<file path="config.mk">
export PLATFORM = sky130hd
export DESIGN_NAME = s3x_ctrl_flat
export DESIGN_NICKNAME = d
export VERILOG_FILES = /design/src/hw/rtl/s3x_pkg.sv /design/src/hw/rtl/s3x_if.sv /design/src/hw/rtl/s3x_ctrl.sv /design/src/flat_wrapper.sv
export SDC_FILE = /design/constraint.sdc
export NUM_CORES = 1
export LEC_CHECK = 0
export BUFFER_PORTS_ARGS = -buffer_cell sky130_fd_sc_hd__buf_2
export CORE_MARGIN = 4
export CORE_UTILIZATION = 54
export DETAILED_ROUTE_END_ITERATION = 6
export PLACE_DENSITY_LB_ADDON = 0.15
export SKIP_CTS_REPAIR_TIMING = 1
export SYNTH_ARGS = -nofsm -noshare
export SYNTH_HDL_FRONTEND = slang
export SYNTH_SLANG_ARGS = --single-unit
</file>
<file path="constraint.sdc">
create_clock -name i_clk -period 7.1 [get_ports i_clk]
set_input_delay 0.355 -clock i_clk [delete_from_list [all_inputs] [get_ports i_clk]]
set_output_delay 0.355 -clock i_clk [all_outputs]
set_load 0.02 [all_outputs]
</file>
<file path="src/hw/rtl/s3x_pkg.sv">
// Shared constants, types and codes of the Scale3x alpha smoothing filter.
package s3x_pkg;

    localparam int MAX_WIDTH  = 1024;
    localparam int PIX_W      = 8;
    localparam int COL_W      = $clog2(MAX_WIDTH);
    localparam int CFG_W_W    = 11;
    localparam int CFG_H_W    = 12;
    localparam int CFG_DATA_W = 12;
    localparam int CFG_IDX_W  = 1;
    // One bit above the height field so that the row count can saturate past any height.
    localparam int ROW_W      = CFG_H_W + 1;
    localparam int POS_W      = 22;
    localparam int OUT_Y_W    = POS_W - 1;
    localparam int WH_W       = CFG_W_W + CFG_H_W;
    localparam int DIV_CNT_W  = $clog2(POS_W);
    localparam int SUM_W      = PIX_W + 4;
    localparam int WIN_N      = 9;
    localparam int FIFO_DEPTH = 4;
    localparam int FIFO_PTR_W = $clog2(FIFO_DEPTH);
    localparam int FIFO_LVL_W = $clog2(FIFO_DEPTH + 1);

    localparam logic [CFG_W_W-1:0] MIN_W       = CFG_W_W'(3);
    localparam logic [CFG_W_W-1:0] MAX_W       = CFG_W_W'(MAX_WIDTH);
    localparam logic [CFG_W_W-1:0] RESET_W     = CFG_W_W'(1024);
    localparam logic [CFG_H_W-1:0] MIN_H       = CFG_H_W'(3);
    localparam logic [CFG_H_W-1:0] RESET_H     = CFG_H_W'(256);

    typedef enum logic [CFG_IDX_W-1:0] {
        REG_IMAGE_WIDTH,
        REG_IMAGE_HEIGHT
    } t_reg_idx;

    typedef enum logic {
        ST_RUN,
        ST_DIV
    } t_ctl_state;

    typedef logic [WIN_N-1:0][PIX_W-1:0] t_win;

    typedef struct packed {
        logic             en;
        logic [COL_W-1:0] addr;
    } t_rd_req;

    typedef struct packed {
        logic             valid;
        logic             emit;
        logic             border;
        logic             frame_end;
        logic [COL_W-1:0] col;
        logic [PIX_W-1:0] pix;
    } t_s1;

    typedef struct packed {
        logic valid;
        logic border;
        logic frame_end;
    } t_s2;

    typedef struct packed {
        logic [PIX_W-1:0] alpha;
        logic             frame_end;
    } t_res;

endpackage

</file>
<file path="src/hw/rtl/s3x_if.sv">
// Stream and configuration channel interfaces of the Scale3x alpha smoothing filter.
interface s3x_pix_if;
    logic                      valid;
    logic                      ready;
    logic [s3x_pkg::PIX_W-1:0] pixel_alpha;
    logic                      flush;

    modport source (output valid, output pixel_alpha, output flush, input ready);
    modport sink   (input valid, input pixel_alpha, input flush, output ready);
endinterface


interface s3x_cfg_if;
    logic                           valid;
    logic                           ready;
    logic [s3x_pkg::CFG_IDX_W-1:0]  addr;
    logic [s3x_pkg::CFG_DATA_W-1:0] data;

    modport source (output valid, output addr, output data, input ready);
    modport sink   (input valid, input addr, input data, output ready);
endinterface

</file>
<file path="src/hw/rtl/s3x_ctrl.sv">
// Control: configuration, raster position counters, position divider and pipeline control.
module s3x_ctrl (
    input  logic                           i_clk,
    input  logic                           i_rst_n,
    s3x_pix_if.sink                        i_pix,
    s3x_cfg_if.sink                        i_cfg,
    input  logic [s3x_pkg::FIFO_LVL_W-1:0] i_fifo_lvl,
    output s3x_pkg::t_rd_req               o_rd,
    output s3x_pkg::t_s1                   o_s1,
    output s3x_pkg::t_s2                   o_s2
);

    s3x_pkg::t_ctl_state r_state, n_state;

    logic [s3x_pkg::CFG_W_W-1:0]   r_eff_w;
    logic [s3x_pkg::CFG_H_W-1:0]   r_eff_h;
    logic [s3x_pkg::WH_W-1:0]      r_wh;
    logic [s3x_pkg::COL_W-1:0]     r_in_col;
    logic [s3x_pkg::ROW_W-1:0]     r_in_row;
    logic [s3x_pkg::POS_W-1:0]     r_out_pos;
    logic [s3x_pkg::COL_W-1:0]     r_out_x;
    logic [s3x_pkg::OUT_Y_W-1:0]   r_out_y;
    logic [s3x_pkg::POS_W-1:0]     r_quo;
    logic [s3x_pkg::COL_W-1:0]     r_rem;
    logic [s3x_pkg::DIV_CNT_W-1:0] r_div_cnt;
    s3x_pkg::t_s1                  r_s1;
    s3x_pkg::t_s2                  r_s2;

    logic                          run;
    logic                          div_last;
    logic                          cfg_acc;
    logic                          accept;
    logic                          draining;
    logic                          ignore;
    logic                          take;
    logic                          emit;
    logic                          interior;
    logic                          frame_end;
    logic                          wrap;
    logic [s3x_pkg::COL_W-1:0]     col;
    logic [s3x_pkg::CFG_W_W-1:0]   col_inc;
    logic [s3x_pkg::CFG_W_W-1:0]   x_inc;
    logic [s3x_pkg::FIFO_LVL_W:0]  inflight;
    logic [s3x_pkg::CFG_W_W-1:0]   cfg_w_raw;
    logic [s3x_pkg::CFG_W_W-1:0]   cfg_w_eff;
    logic [s3x_pkg::CFG_H_W-1:0]   cfg_h_raw;
    logic [s3x_pkg::CFG_H_W-1:0]   cfg_h_eff;
    logic [s3x_pkg::COL_W:0]       rem_sh;
    logic                          rem_ge;
    logic [s3x_pkg::COL_W-1:0]     rem_nx;
    logic [s3x_pkg::POS_W-1:0]     quo_nx;

    // Next state.
    always_comb begin
        n_state = r_state;
        unique case (r_state)
            s3x_pkg::ST_RUN: begin
                if (cfg_acc) begin
                    n_state = s3x_pkg::ST_DIV;
                end
            end
            s3x_pkg::ST_DIV: begin
                if (div_last) begin
                    n_state = s3x_pkg::ST_RUN;
                end
            end
            default: n_state = s3x_pkg::ST_RUN;
        endcase
    end

    // State outputs.
    always_comb begin
        run      = 1'b0;
        div_last = 1'b0;
        unique case (r_state)
            s3x_pkg::ST_RUN: run = 1'b1;
            s3x_pkg::ST_DIV: div_last = (r_div_cnt == s3x_pkg::DIV_CNT_W'(s3x_pkg::POS_W - 1));
            default: run = 1'b0;
        endcase
    end

    always_comb begin
        cfg_w_raw = i_cfg.data[s3x_pkg::CFG_W_W-1:0];
        cfg_h_raw = i_cfg.data[s3x_pkg::CFG_H_W-1:0];
        if (cfg_w_raw < s3x_pkg::MIN_W) begin
            cfg_w_eff = s3x_pkg::MIN_W;
        end else if (cfg_w_raw > s3x_pkg::MAX_W) begin
            cfg_w_eff = s3x_pkg::MAX_W;
        end else begin
            cfg_w_eff = cfg_w_raw;
        end
        cfg_h_eff = (cfg_h_raw < s3x_pkg::MIN_H) ? s3x_pkg::MIN_H : cfg_h_raw;
    end

    // The input stalls once the output queue and the results still in flight could fill it.
    assign inflight = (s3x_pkg::FIFO_LVL_W + 1)'(i_fifo_lvl)
                    + (s3x_pkg::FIFO_LVL_W + 1)'(r_s1.valid && r_s1.emit)
                    + (s3x_pkg::FIFO_LVL_W + 1)'(r_s2.valid);

    assign i_pix.ready = run && (inflight < (s3x_pkg::FIFO_LVL_W + 1)'(s3x_pkg::FIFO_DEPTH));
    assign i_cfg.ready = run;
    assign cfg_acc     = i_cfg.valid && i_cfg.ready;
    assign accept      = i_pix.valid && i_pix.ready;

    assign draining = (s3x_pkg::ROW_W'(r_eff_h) <= r_in_row);
    assign ignore   = i_pix.flush && !draining;
    assign take     = accept && !ignore;
    assign col      = (s3x_pkg::CFG_W_W'(r_in_col) >= r_eff_w) ? '0 : r_in_col;
    assign col_inc  = s3x_pkg::CFG_W_W'(col) + s3x_pkg::CFG_W_W'(1);
    assign wrap     = (col_inc >= r_eff_w);

    // Nothing comes out until the window has seen one row plus one pixel.
    assign emit = !((r_in_row == '0) ||
                    ((r_in_row == s3x_pkg::ROW_W'(1)) && (col == '0)));

    assign x_inc    = s3x_pkg::CFG_W_W'(r_out_x) + s3x_pkg::CFG_W_W'(1);
    assign interior = (r_out_y != '0) &&
                      ((s3x_pkg::POS_W'(r_out_y) + s3x_pkg::POS_W'(1)) <
                       s3x_pkg::POS_W'(r_eff_h)) &&
                      (r_out_x != '0) && (x_inc < r_eff_w);
    assign frame_end = ((s3x_pkg::WH_W'(r_out_pos) + s3x_pkg::WH_W'(1)) >= r_wh);

    // One restoring division step: output position by the row width.
    assign rem_sh = {r_rem, r_quo[s3x_pkg::POS_W-1]};
    assign rem_ge = (s3x_pkg::CFG_W_W'(rem_sh) >= r_eff_w);
    assign rem_nx = rem_ge ? s3x_pkg::COL_W'(s3x_pkg::CFG_W_W'(rem_sh) - r_eff_w)
                           : s3x_pkg::COL_W'(rem_sh);
    assign quo_nx = {r_quo[s3x_pkg::POS_W-2:0], rem_ge};

    assign o_rd.en   = take;
    assign o_rd.addr = col;
    assign o_s1      = r_s1;
    assign o_s2      = r_s2;

    always_ff @(posedge i_clk) begin
        if (!i_rst_n) begin
            r_state    <= s3x_pkg::ST_RUN;
            r_eff_w    <= s3x_pkg::RESET_W;
            r_eff_h    <= s3x_pkg::RESET_H;
            r_wh       <= s3x_pkg::WH_W'(s3x_pkg::RESET_W) * s3x_pkg::WH_W'(s3x_pkg::RESET_H);
            r_in_col   <= '0;
            r_in_row   <= '0;
            r_out_pos  <= '0;
            r_out_x    <= '0;
            r_out_y    <= '0;
            r_div_cnt  <= '0;
            r_s1.valid <= 1'b0;
            r_s2.valid <= 1'b0;
        end else begin
            r_state <= n_state;
            r_wh    <= s3x_pkg::WH_W'(r_eff_w) * s3x_pkg::WH_W'(r_eff_h);

            if (cfg_acc) begin
                unique case (s3x_pkg::t_reg_idx'(i_cfg.addr))
                    s3x_pkg::REG_IMAGE_WIDTH:  r_eff_w <= cfg_w_eff;
                    s3x_pkg::REG_IMAGE_HEIGHT: r_eff_h <= cfg_h_eff;
                    default: r_eff_w <= r_eff_w;
                endcase
                r_div_cnt <= '0;
            end else if (r_state == s3x_pkg::ST_DIV) begin
                r_div_cnt <= r_div_cnt + s3x_pkg::DIV_CNT_W'(1);
                if (div_last) begin
                    r_out_x <= rem_nx;
                    r_out_y <= quo_nx[s3x_pkg::OUT_Y_W-1:0];
                end
            end

            if (take) begin
                r_in_col <= wrap ? '0 : col_inc[s3x_pkg::COL_W-1:0];
                if (wrap && !r_in_row[s3x_pkg::ROW_W-1]) begin
                    r_in_row <= r_in_row + s3x_pkg::ROW_W'(1);
                end
                if (emit) begin
                    if (frame_end) begin
                        r_in_col  <= '0;
                        r_in_row  <= '0;
                        r_out_pos <= '0;
                        r_out_x   <= '0;
                        r_out_y   <= '0;
                    end else begin
                        r_out_pos <= r_out_pos + s3x_pkg::POS_W'(1);
                        if (x_inc >= r_eff_w) begin
                            r_out_x <= '0;
                            r_out_y <= r_out_y + s3x_pkg::OUT_Y_W'(1);
                        end else begin
                            r_out_x <= x_inc[s3x_pkg::COL_W-1:0];
                        end
                    end
                end
            end

            r_s1.valid     <= take;
            r_s2.valid     <= r_s1.valid && r_s1.emit;
        end

        // Payload of the pipeline and the divider datapath.
        if (cfg_acc) begin
            r_quo <= r_out_pos;
            r_rem <= '0;
        end else begin
            r_quo <= quo_nx;
            r_rem <= rem_nx;
        end
        r_s1.emit      <= emit;
        r_s1.border    <= !interior;
        r_s1.frame_end <= frame_end;
        r_s1.col       <= col;
        r_s1.pix       <= draining ? '0 : i_pix.pixel_alpha;
        r_s2.border    <= r_s1.border;
        r_s2.frame_end <= r_s1.frame_end;
    end

    a_credit: assert property (@(posedge i_clk) disable iff (!i_rst_n)
        inflight <= (s3x_pkg::FIFO_LVL_W + 1)'(s3x_pkg::FIFO_DEPTH))
        else $error("output queue credit exceeded");

    a_x_range: assert property (@(posedge i_clk) disable iff (!i_rst_n)
        (r_state == s3x_pkg::ST_RUN) |-> (s3x_pkg::CFG_W_W'(r_out_x) < r_eff_w))
        else $error("output column outside the row");

    a_s2_from_s1: assert property (@(posedge i_clk) disable iff (!i_rst_n)
        r_s2.valid |-> $past(r_s1.valid && r_s1.emit))
        else $error("result stage valid without an emitting item");

    a_frame_wrap: assert property (@(posedge i_clk) disable iff (!i_rst_n)
        (take && emit && frame_end) |=> ((r_out_pos == '0) && (r_in_row == '0)))
        else $error("counters not cleared after the last pixel");

endmodule

</file>
<file path="src/flat_wrapper.sv">
// flat-port wrapper written by rule: the top's interface ports become plain ports
module s3x_ctrl_flat 
  (i_clk, i_rst_n, i_fifo_lvl, o_rd, o_s1, o_s2, i_pix_valid, i_pix_pixel_alpha, i_pix_flush, i_pix_ready, i_cfg_valid, i_cfg_addr, i_cfg_data, i_cfg_ready);
  s3x_pix_if i_pix_i ();
  s3x_cfg_if i_cfg_i ();
  input  logic i_clk;
  input  logic i_rst_n;
  input  logic [s3x_pkg::FIFO_LVL_W-1:0] i_fifo_lvl;
  output s3x_pkg::t_rd_req o_rd;
  output s3x_pkg::t_s1 o_s1;
  output s3x_pkg::t_s2 o_s2;
  input wire logic [$bits(i_pix_i.valid)-1:0] i_pix_valid;
  input wire logic [$bits(i_pix_i.pixel_alpha)-1:0] i_pix_pixel_alpha;
  input wire logic [$bits(i_pix_i.flush)-1:0] i_pix_flush;
  output wire logic [$bits(i_pix_i.ready)-1:0] i_pix_ready;
  input wire logic [$bits(i_cfg_i.valid)-1:0] i_cfg_valid;
  input wire logic [$bits(i_cfg_i.addr)-1:0] i_cfg_addr;
  input wire logic [$bits(i_cfg_i.data)-1:0] i_cfg_data;
  output wire logic [$bits(i_cfg_i.ready)-1:0] i_cfg_ready;
  assign i_pix_i.valid = i_pix_valid;
  assign i_pix_i.pixel_alpha = i_pix_pixel_alpha;
  assign i_pix_i.flush = i_pix_flush;
  assign i_pix_ready = i_pix_i.ready;
  assign i_cfg_i.valid = i_cfg_valid;
  assign i_cfg_i.addr = i_cfg_addr;
  assign i_cfg_i.data = i_cfg_data;
  assign i_cfg_ready = i_cfg_i.ready;
  s3x_ctrl u_core (.i_clk(i_clk), .i_rst_n(i_rst_n), .i_pix(i_pix_i), .i_cfg(i_cfg_i), .i_fifo_lvl(i_fifo_lvl), .o_rd(o_rd), .o_s1(o_s1), .o_s2(o_s2));
endmodule
</file>
Word level (Yosys, flattened, before mapping)
Cells that the tools add are included. W data, S select, Z words.

Flip-flop bits (word level): 185. Bits of input ports: 29. Output and inout bits: 38. Logic and storage cells: 108.

Add/subtract/negate cells: 11. $mul: 1. Magnitude comparators: 12. Eq/ne operators: 2. Mux-type cells: 32. Bitwise operators: 4. Reductions and logical operators: 25.

Operator list (number): $mux W21 (7); $mux W10 (12); $mux W22 (2); $mux W13 (3); $ge A11 B11 Y1 (3); $add A22 B1 Y23 const B (1); $ge A23 B23 Y1 (1); $mul A11 B12 Y23 (1); $add A10 B1 Y11 const B (2); $add A21 B1 Y22 const B (1); $add A22 B1 Y22 const B (1); $lt A22 B12 Y1 (1); $mux W11 (2); $add A21 B1 Y21 const B (1); $reduce_bool A21 Y1 (1); $add A13 B1 Y13 const B (1); $eq A13 B1 Y1 const B (1); $le A12 B13 Y1 (1); $logic_not A13 Y1 (1); $lt A12 B2 Y1 const B (1); $mux W12 (1); $ge A10 B11 Y1 (1); $gt A11 B11 Y1 const B (1); $logic_and A1 B1 Y1 (11); other kinds (17) (29).

Logic depth before layout (Yosys ltp)
Gate-level depths: netlist of run 1.

Depth in word-level cells: 9. Mapped depth: 22. Mapped depth without buffers: 22.

Worst setup path before layout of run 1
No wires, ideal clock.

Kind: reg-to-reg. Start point: register u_core.r_eff_w[9] (netlist name). End point: register u_core.r_wh[22] (netlist name). Library setup time: 0.115 ns. Arrival: 5.273 ns. Data required time: 6.985 ns. Path slack: 1.712 ns. Cell stages (with the launch flop): 19. Buffers on the path: 0. Clock period less this slack: 5.388 ns. Cells stage by stage: dfxtp_1 > clkinv_1 > nor2_1 > fa_1 > fa_1 > fa_1 > fa_1 > inv_1 > fa_1 > inv_1 > ha_1 > a21oi_1 > o21ai_0 > a221oi_1 > a31oi_1 > a211oi_1 > a21oi_1 > xnor2_1 > and2_1.

Cells in the longest elaborated chain, start to end: 1.

Ends and longest elaborated chain: start, declared (RTL line s3x_ctrl.sv:15) `logic [s3x_pkg::CFG_W_W-1:0] r_eff_w;`; start signal, assigned (RTL line s3x_ctrl.sv:138) `r_eff_w <= s3x_pkg::RESET_W;`; start signal, assigned (RTL line s3x_ctrl.sv:155) `s3x_pkg::REG_IMAGE_WIDTH: r_eff_w <= cfg_w_eff;`; start signal, assigned (RTL line s3x_ctrl.sv:157) `default: r_eff_w <= r_eff_w;`; $mul A11 B12 Y23 (RTL line s3x_ctrl.sv:151) `r_wh <= s3x_pkg::WH_W'(r_eff_w) * s3x_pkg::WH_W'(r_eff_h);`; end signal, assigned (RTL line s3x_ctrl.sv:140) `r_wh <= s3x_pkg::WH_W'(s3x_pkg::RESET_W) * s3x_pkg::WH_W'(s3x_pkg::RESET_H);`; end signal, assigned (RTL line s3x_ctrl.sv:151); end, declared (RTL line s3x_ctrl.sv:17) `logic [s3x_pkg::WH_W-1:0] r_wh;`.

No other way between the ends. A chain may end at the register's enable or synchronous reset.

Worst setup path in the final report of run 1
Start point: register u_core.r_eff_w[8] (netlist name). End point: register u_core.r_wh[22] (netlist name).

Same word-level chain as after synthesis.

==> run_results.csv, run 1 <==
group,metric,value,unit
hold_path,hold_path_class,"input pin to flop",
clock_tree,cts_root_buffer,"clkbuf_16",
critical_path,cp-start-kind,"flop",
die,fp.dieH,171,um
critical_path,arrival,6330,ps
sta,skew,17.8,ps
sta,period_share,0.843,
sta,setup_viol,0,
die,rows,59,
die,die_w,171,um
sta,max_freq,167,MHz
layout,area_growth,8.18,%
hold_path,whs_path_depth,2,
power,clock_power_share,0.375,
route,drt_iter0_drc,1015,
layout,multiInputGateArea,0.00963,mm^2
route,firstDrtPassIters,5,
synthesis,netlist_area,0.0144,mm^2
die,core-area,0.0261,mm^2
synthesis,yosysTopAreaCellShare,0.258,
sta,relSlewSlack,0.272,
power,comb_power_share,0.181,
layout,drive_gt1_frac,0.0720,
global_routing,grt_overflow,0,
layout,fin_nets,2074,
route,ant_nets,0,
clock_tree,numClockSinks,185,
global_routing,grt_pass1_vias,11600,
status,outcome,"completed",
critical_path,r2r_end,"u_core.r_wh[22]$_SDFF_PN0_",
global_routing,busiest_layer,"met2",
synthesis,yosysWarningCount,0,
critical_path,crit_type,"flop to flop",
clock_tree,path_clk_slew,80,ps
layout,register_area,0.00370,mm^2
global_routing,grt_usage,0.268,
route,vias_per_cell,5.63,
layout,fillers,2410,
place,post_dp_cell_area,0.0150,mm^2
sta,fin_ws,1110,ps
place,place_hpwl,29.1,mm
hold_path,min_to,"u_core.o_s1[5]$_SDFF_PP0_",
power,swShare,0.316,
layout,antennaDiodeCount,0,
synthesis,synthTopCellsByArea,"dfxtp_1 26%, ha_1 14%, fa_1 13%",
synthesis,synth_top_area_cell,"dfxtp_1",
synthesis,synthCells,1759,
global_routing,grtUsageMet1,0.379,
global_routing,antenna_found_initial,1,
clock_tree,clock_latency,440,ps
global_routing,use_met2,0.428,
power,power.density,163,mW/mm^2
sta,slew_viol_final,0,
die,die-area,0.0293,mm^2
synthesis,synth_fp_nets,2041,
synthesis,seq_area_frac_synth,0.258,
clock_tree,htree_levels,4,
route,drc,0,
synthesis,ys_async_sr_fraction,0,
die,ios,67,
critical_path,rrSetupSlack,1110,ps
power,internal_power,1.73,mW
hold_path,min-delay-start,"i_pix_pixel_alpha[5]",
power,pwr-share-seq,0.444,
global_routing,grt_pass1_wl,61.9,mm
global_routing,grt_max_degree,59,
sta,hold_viol,0,
power,p_sw,799,uW
synthesis,ys_types,69,
critical_path,critPathCaptureType,"flop",
critical_path,rr_startpoint,"u_core.r_eff_w[8]$_SDFFE_PN0P_",
power,ir_worst_vdd,150,uV
synthesis,ys.flop_type,"dfxtp_1",
critical_path,crit_path_max_fanout,11,
synthesis,synth_edf_count,0,
critical_path,startpoint,"u_core.r_eff_w[8]$_SDFFE_PN0P_",
synthesis,synth_seq_cells,185,
clock_tree,cts_inserted_buffers,17,
route,vias,12000,
flow_run,drv_cap,0,
critical_path,worst_ep_required_time,7440,ps
critical_path,reg2regPathDepth,18,
layout,final_area,0.0155,mm^2
sta,rsz0062_at_grt,"no",
sta,fin_crit,5990,ps
clock_tree,clock_path_buffers,2,
place,gp_congestion,0.907,
global_routing,gr-usage-met3,0.0448,
sta,worstMarginPinSlew,1080,ps
place,port_buffers,66,
place,dp_slack,1140,ps
synthesis,synth_area_per_cell,8.17,um^2
die,initial_core_util,0.550,
power,power_leakage,7.07,nW
route,wire_per_inst,17.8,um
clock_tree,cts_tree,"done",
sta,tns,0,ps
route,drt-total-wl,38.0,mm
## layout make-up
type                       instances  share of cell area
multi-input combinational       1300               0.619
sequential                       185               0.238
inverter                         206              0.0497
timing repair buffer              82              0.0290
clock buffer                      20              0.0287
tap                              335              0.0270
clock inverter                    12             0.00813
## cell families after synthesis
family	count (synthesis)	share of synthesized area
muxes	16	0.0112
and+or+nand+nor	669	0.213
buffers and inverters	274	0.0726
adders and majority gates	253	0.267
xor gates and xnor gates	88	0.0536
DFF	185	0.258
AOI/OAI and AO/OA	274	0.125
## flip-flops by register name, summed over array words and instances (netlist names)
signal            cells
u_core.r_eff_h       12
u_core.r_in_col      10
u_core.r_quo         22
u_core.r_div_cnt      5
u_core.r_out_y       21
u_core.r_eff_w       11
u_core.r_state        1
u_core.r_rem         10
u_core.r_out_pos     22
u_core.o_s1          22
u_core.o_s2           3
u_core.r_wh          23
u_core.r_out_x       10
u_core.r_in_row      13
## routing by layer
layer  routed length [um]  up-vias
li1                     -     5943
met1                17700     5737
met2                17300      327
met3                 2230       40
met4                  772        0
met5                    0        -
## worst max-delay path, cell delays in order, from the launching register on
cell and delay, ps:
dfxtp_1 450, clkinv_1 410, nor2_1 240, fa_1 470
fa_1 550, fa_1 550, fa_1 550, inv_1 50
fa_1 530, inv_1 40, ha_1 350, a21oi_1 150
o21ai_0 110, a221oi_1 450, a31oi_1 190, a211oi_1 350
a21oi_1 130, xnor2_1 140, and2_1 160
## Yosys cell counts (12+ instances only)
master    number
xor2_1        34
mux2i_1       15
nand4_1       20
a22oi_1       13
clkbuf_1      59
o21a_1        13
dfxtp_1      185
inv_1        198
and3_1        24
xnor2_1       54
a21o_1        13
nand2_1      247
nor2_1       187
fa_1          90
a21oi_1       85
ha_1         163
o21ai_0       51
nor2b_1       19
nor3_1        30
nand3_1       50
and2_1        25
a31oi_1       12
o31ai_1       12
nor4_1        16
## how the worst max path moves through the flow
stage / slack, ps / to
4_1_cts: 1120 / u_core.r_wh[22]$_SDFF_PN0_
5_1_grt: 760 / u_core.r_wh[22]$_SDFF_PN0_
3_5_place_dp: 1140 / u_core.r_wh[22]$_SDFF_PN0_
3_3_place_gp: 1200 / u_core.r_wh[22]$_SDFF_PN0_
2_1_floorplan: 1710 / u_core.r_wh[22]$_SDFF_PN0_
6_report: 1110 / u_core.r_wh[22]$_SDFF_PN0_
## through the flow
stage                util  hold WS, ps  power (mW)  cells
detailed placement  0.573          341        1.60   2108
global route        0.595         98.8        2.64   2140
floorplan               -          399        1.46   1759
finish              0.595          105        2.53   2140
global placement    0.573          327        1.59   2108
CTS                 0.595         95.7        2.54   2140
## cell usage in the layout (no fill, tap or decap), drive strengths merged, types with 12 or more instances in the layout
cell and instances:
dfxtp 185, a31oi 12, a22oi 13, o21ai 52, nor2b 19, a211oi 12, mux2i 15, nor4 17
a21o 13, and2 26, nand4 20, inv 207, xor2 34, nor2 187, o31ai 14, o21a 13
nor3 30, clkbuf 20, xnor2 54, ha 163, nand2 248, buf 82, and3 24, nand3 50
fa 90, a21oi 85
## power groups by stage
stage	registers (mW)	logic [mW]	clock network, mW
2_1_floorplan	1.13	0.326	0
3_3_place_gp	1.14	0.450	0
3_5_place_dp	1.15	0.452	0
4_1_cts	1.12	0.458	0.958
5_1_grt	1.13	0.512	1.00
6_report	1.12	0.459	0.948
Note: power is estimated with default switching activity, not from simulation.
==> run 2: changes to the inputs <==
==> constraint.sdc (replaced) <==
create_clock -name i_clk -period 5.92 [get_ports i_clk]
set_input_delay 0.296 -clock i_clk [delete_from_list [all_inputs] [get_ports i_clk]]
set_output_delay 0.296 -clock i_clk [all_outputs]
set_load 0.02 [all_outputs]
==> run_results.csv, run 2 (synthesis results as in run 1) <==
group,metric,value,unit
hold_path,hold_path_class,"input pin to flop",
die,die_w,171,um
die,die-area,0.0293,mm^2
global_routing,antenna_found_initial,0,
sta,relSlewSlack,0.339,
power,pwr-share-seq,0.436,
critical_path,cp-endpoint,"u_core.r_wh[22]$_SDFF_PN0_",
global_routing,grt_pass1_vias,11900,
route,vias,12300,
route,drt_iter0_drc,872,
sta,worstMarginPinSlew,982,ps
die,initial_core_util,0.550,
sta,slew_viol_final,0,
layout,drive_gt1_frac,0.0910,
power,power_leakage,7.24,nW
layout,layout_commonest_cell,"nand2_1",
die,fp.dieH,171,um
layout,largest-register,"u_core.r_wh",
clock_tree,clock_latency,440,ps
power,clock_power_share,0.376,
power,swShare,0.318,
global_routing,grt_overflow,0,
clock_tree,path_clk_slew,80,ps
layout,largest_register_ffs,23,
status,outcome,"completed",
critical_path,crit_path_max_fanout,7,
place,placed_cells,2139,
clock_tree,htree_levels,4,
place,gp_congestion,0.913,
place,port_buffers,66,
critical_path,cp-start-kind,"flop",
critical_path,r2r_end,"u_core.r_wh[22]$_SDFF_PN0_",
layout,fin_nets,2105,
sta,max_freq,179,MHz
route,drt-total-wl,38.9,mm
global_routing,grt_max_degree,33,
clock_tree,clock_path_buffers,2,
power,p_sw,974,uW
critical_path,worst_ep_required_time,6250,ps
critical_path,critPathCaptureType,"flop",
sta,hold_viol,0,
layout,stdcell_count,2171,
sta,period_share,0.945,
route,firstDrtPassIters,5,
power,internal_power,2.09,mW
power,ir_worst_vdd,191,uV
global_routing,grt_usage,0.273,
die,rows,59,
die,core-area,0.0261,mm^2
critical_path,rrSetupSlack,330,ps
critical_path,rr_startpoint,"u_core.r_eff_w[8]$_SDFFE_PN0P_",
power,comb_power_share,0.188,
critical_path,startpoint,"u_core.r_eff_w[8]$_SDFFE_PN0P_",
sta,fin_crit,5590,ps
layout,final_util,0.605,
sta,setup_viol,0,
sta,tns,0,ps
critical_path,crit_type,"flop to flop",
critical_path,arrival,5930,ps
die,ios,67,
critical_path,reg2regPathDepth,18,
place,place_hpwl,30.2,mm
route,vias_per_cell,5.67,
layout,layout_common_cells,"247 x nand2_1, 197 x inv_1, 187 x nor2_1",
sta,skew,15.6,ps
layout,final_area,0.0158,mm^2
power,fin_total_pwr,3.06,mW
place,dp_slack,165,ps
flow_run,drv_cap,0,
clock_tree,numClockSinks,185,
power,power.density,194,mW/mm^2
route,ant_nets,0,
route,wire_per_inst,17.9,um
layout,antennaDiodeCount,0,
route,drc,0,
sta,fin_ws,327,ps
place,post_dp_cell_area,0.0152,mm^2
clock_tree,cts_root_buffer,"clkbuf_16",
layout,area_growth,10.0,%
sta,holdWs,53.1,ps
clock_tree,cts_tree,"done",
clock_tree,cts_inserted_buffers,17,
sta,rsz0062_at_grt,"no",
global_routing,grt_pass1_wl,63.3,mm
==> run 2: cell types whose count changed in the layout (fill, tap and decap cells not counted), sizes merged <==
cell,before,now
clkbuf,20,18
buf,82,113
clkinv,10,13
inv,207,206
==> run 2: area by class of cell <==
cell class	instances	area (um^2)
repair buffers	113	683
inverters	206	773
clock buffers	18	439
clock inverters	14	155
flip-flops and latches	185	3700
well taps	335	419
multi-input cells	1300	9640
fillers	2399	10300
==> run 2: routing by layer <==
| metal | routed length (um) | share of wire | track usage | vias up |
|---|---|---|---|---|
| met5 | 0 | 0 | 0 | - |
| met4 | 806 | 0.021 | 0.0630 | 0 |
| met3 | 2510 | 0.065 | 0.0467 | 49 |
| met2 | 18000 | 0.46 | 0.444 | 371 |
| met1 | 17700 | 0.45 | 0.383 | 5876 |
| li1 | - | - | - | 6020 |
==> run 2: power by group through the flow <==
stage / Combinational [mW] / Sequential [mW] / Clock [mW]
final: 0.576 / 1.33 / 1.15
after global routing: 0.646 / 1.34 / 1.22
after CTS: 0.572 / 1.33 / 1.17
after detailed placement: 0.567 / 1.36 / 0
after global placement: 0.559 / 1.36 / 0
after floorplan: 0.391 / 1.36 / 0
==> run 2: worst min path at each step <==
stage	start	depth (start not counted)	end	slack, ps
floorplan	i_rst_n	2	u_core.o_s1[21]$_SDFF_PN0_	400
global placement	u_core.o_s1[19]$_DFF_P_	0	u_core.o_s2[1]$_DFF_P_	330
detailed placement	u_core.o_s1[19]$_DFF_P_	0	u_core.o_s2[1]$_DFF_P_	350
CTS	i_pix_pixel_alpha[0]	2	u_core.o_s1[0]$_SDFF_PP0_	40
global route	i_pix_pixel_alpha[3]	2	u_core.o_s1[3]$_SDFF_PP0_	50
finish	i_pix_pixel_alpha[0]	2	u_core.o_s1[0]$_SDFF_PP0_	50
==> run 2: worst max-delay path: stages, from the launching register on <==
cell,delay [ps]
dfxtp_1,450
clkinv_1,120
nor2_1,140
fa_1,480
fa_1,570
fa_1,530
fa_1,580
inv_1,60
fa_1,540
inv_1,40
ha_1,360
a21oi_1,150
o21ai_0,150
a221oi_2,380
a31oi_1,210
a211oi_2,290
a21oi_1,120
xnor2_1,140
and2_1,150
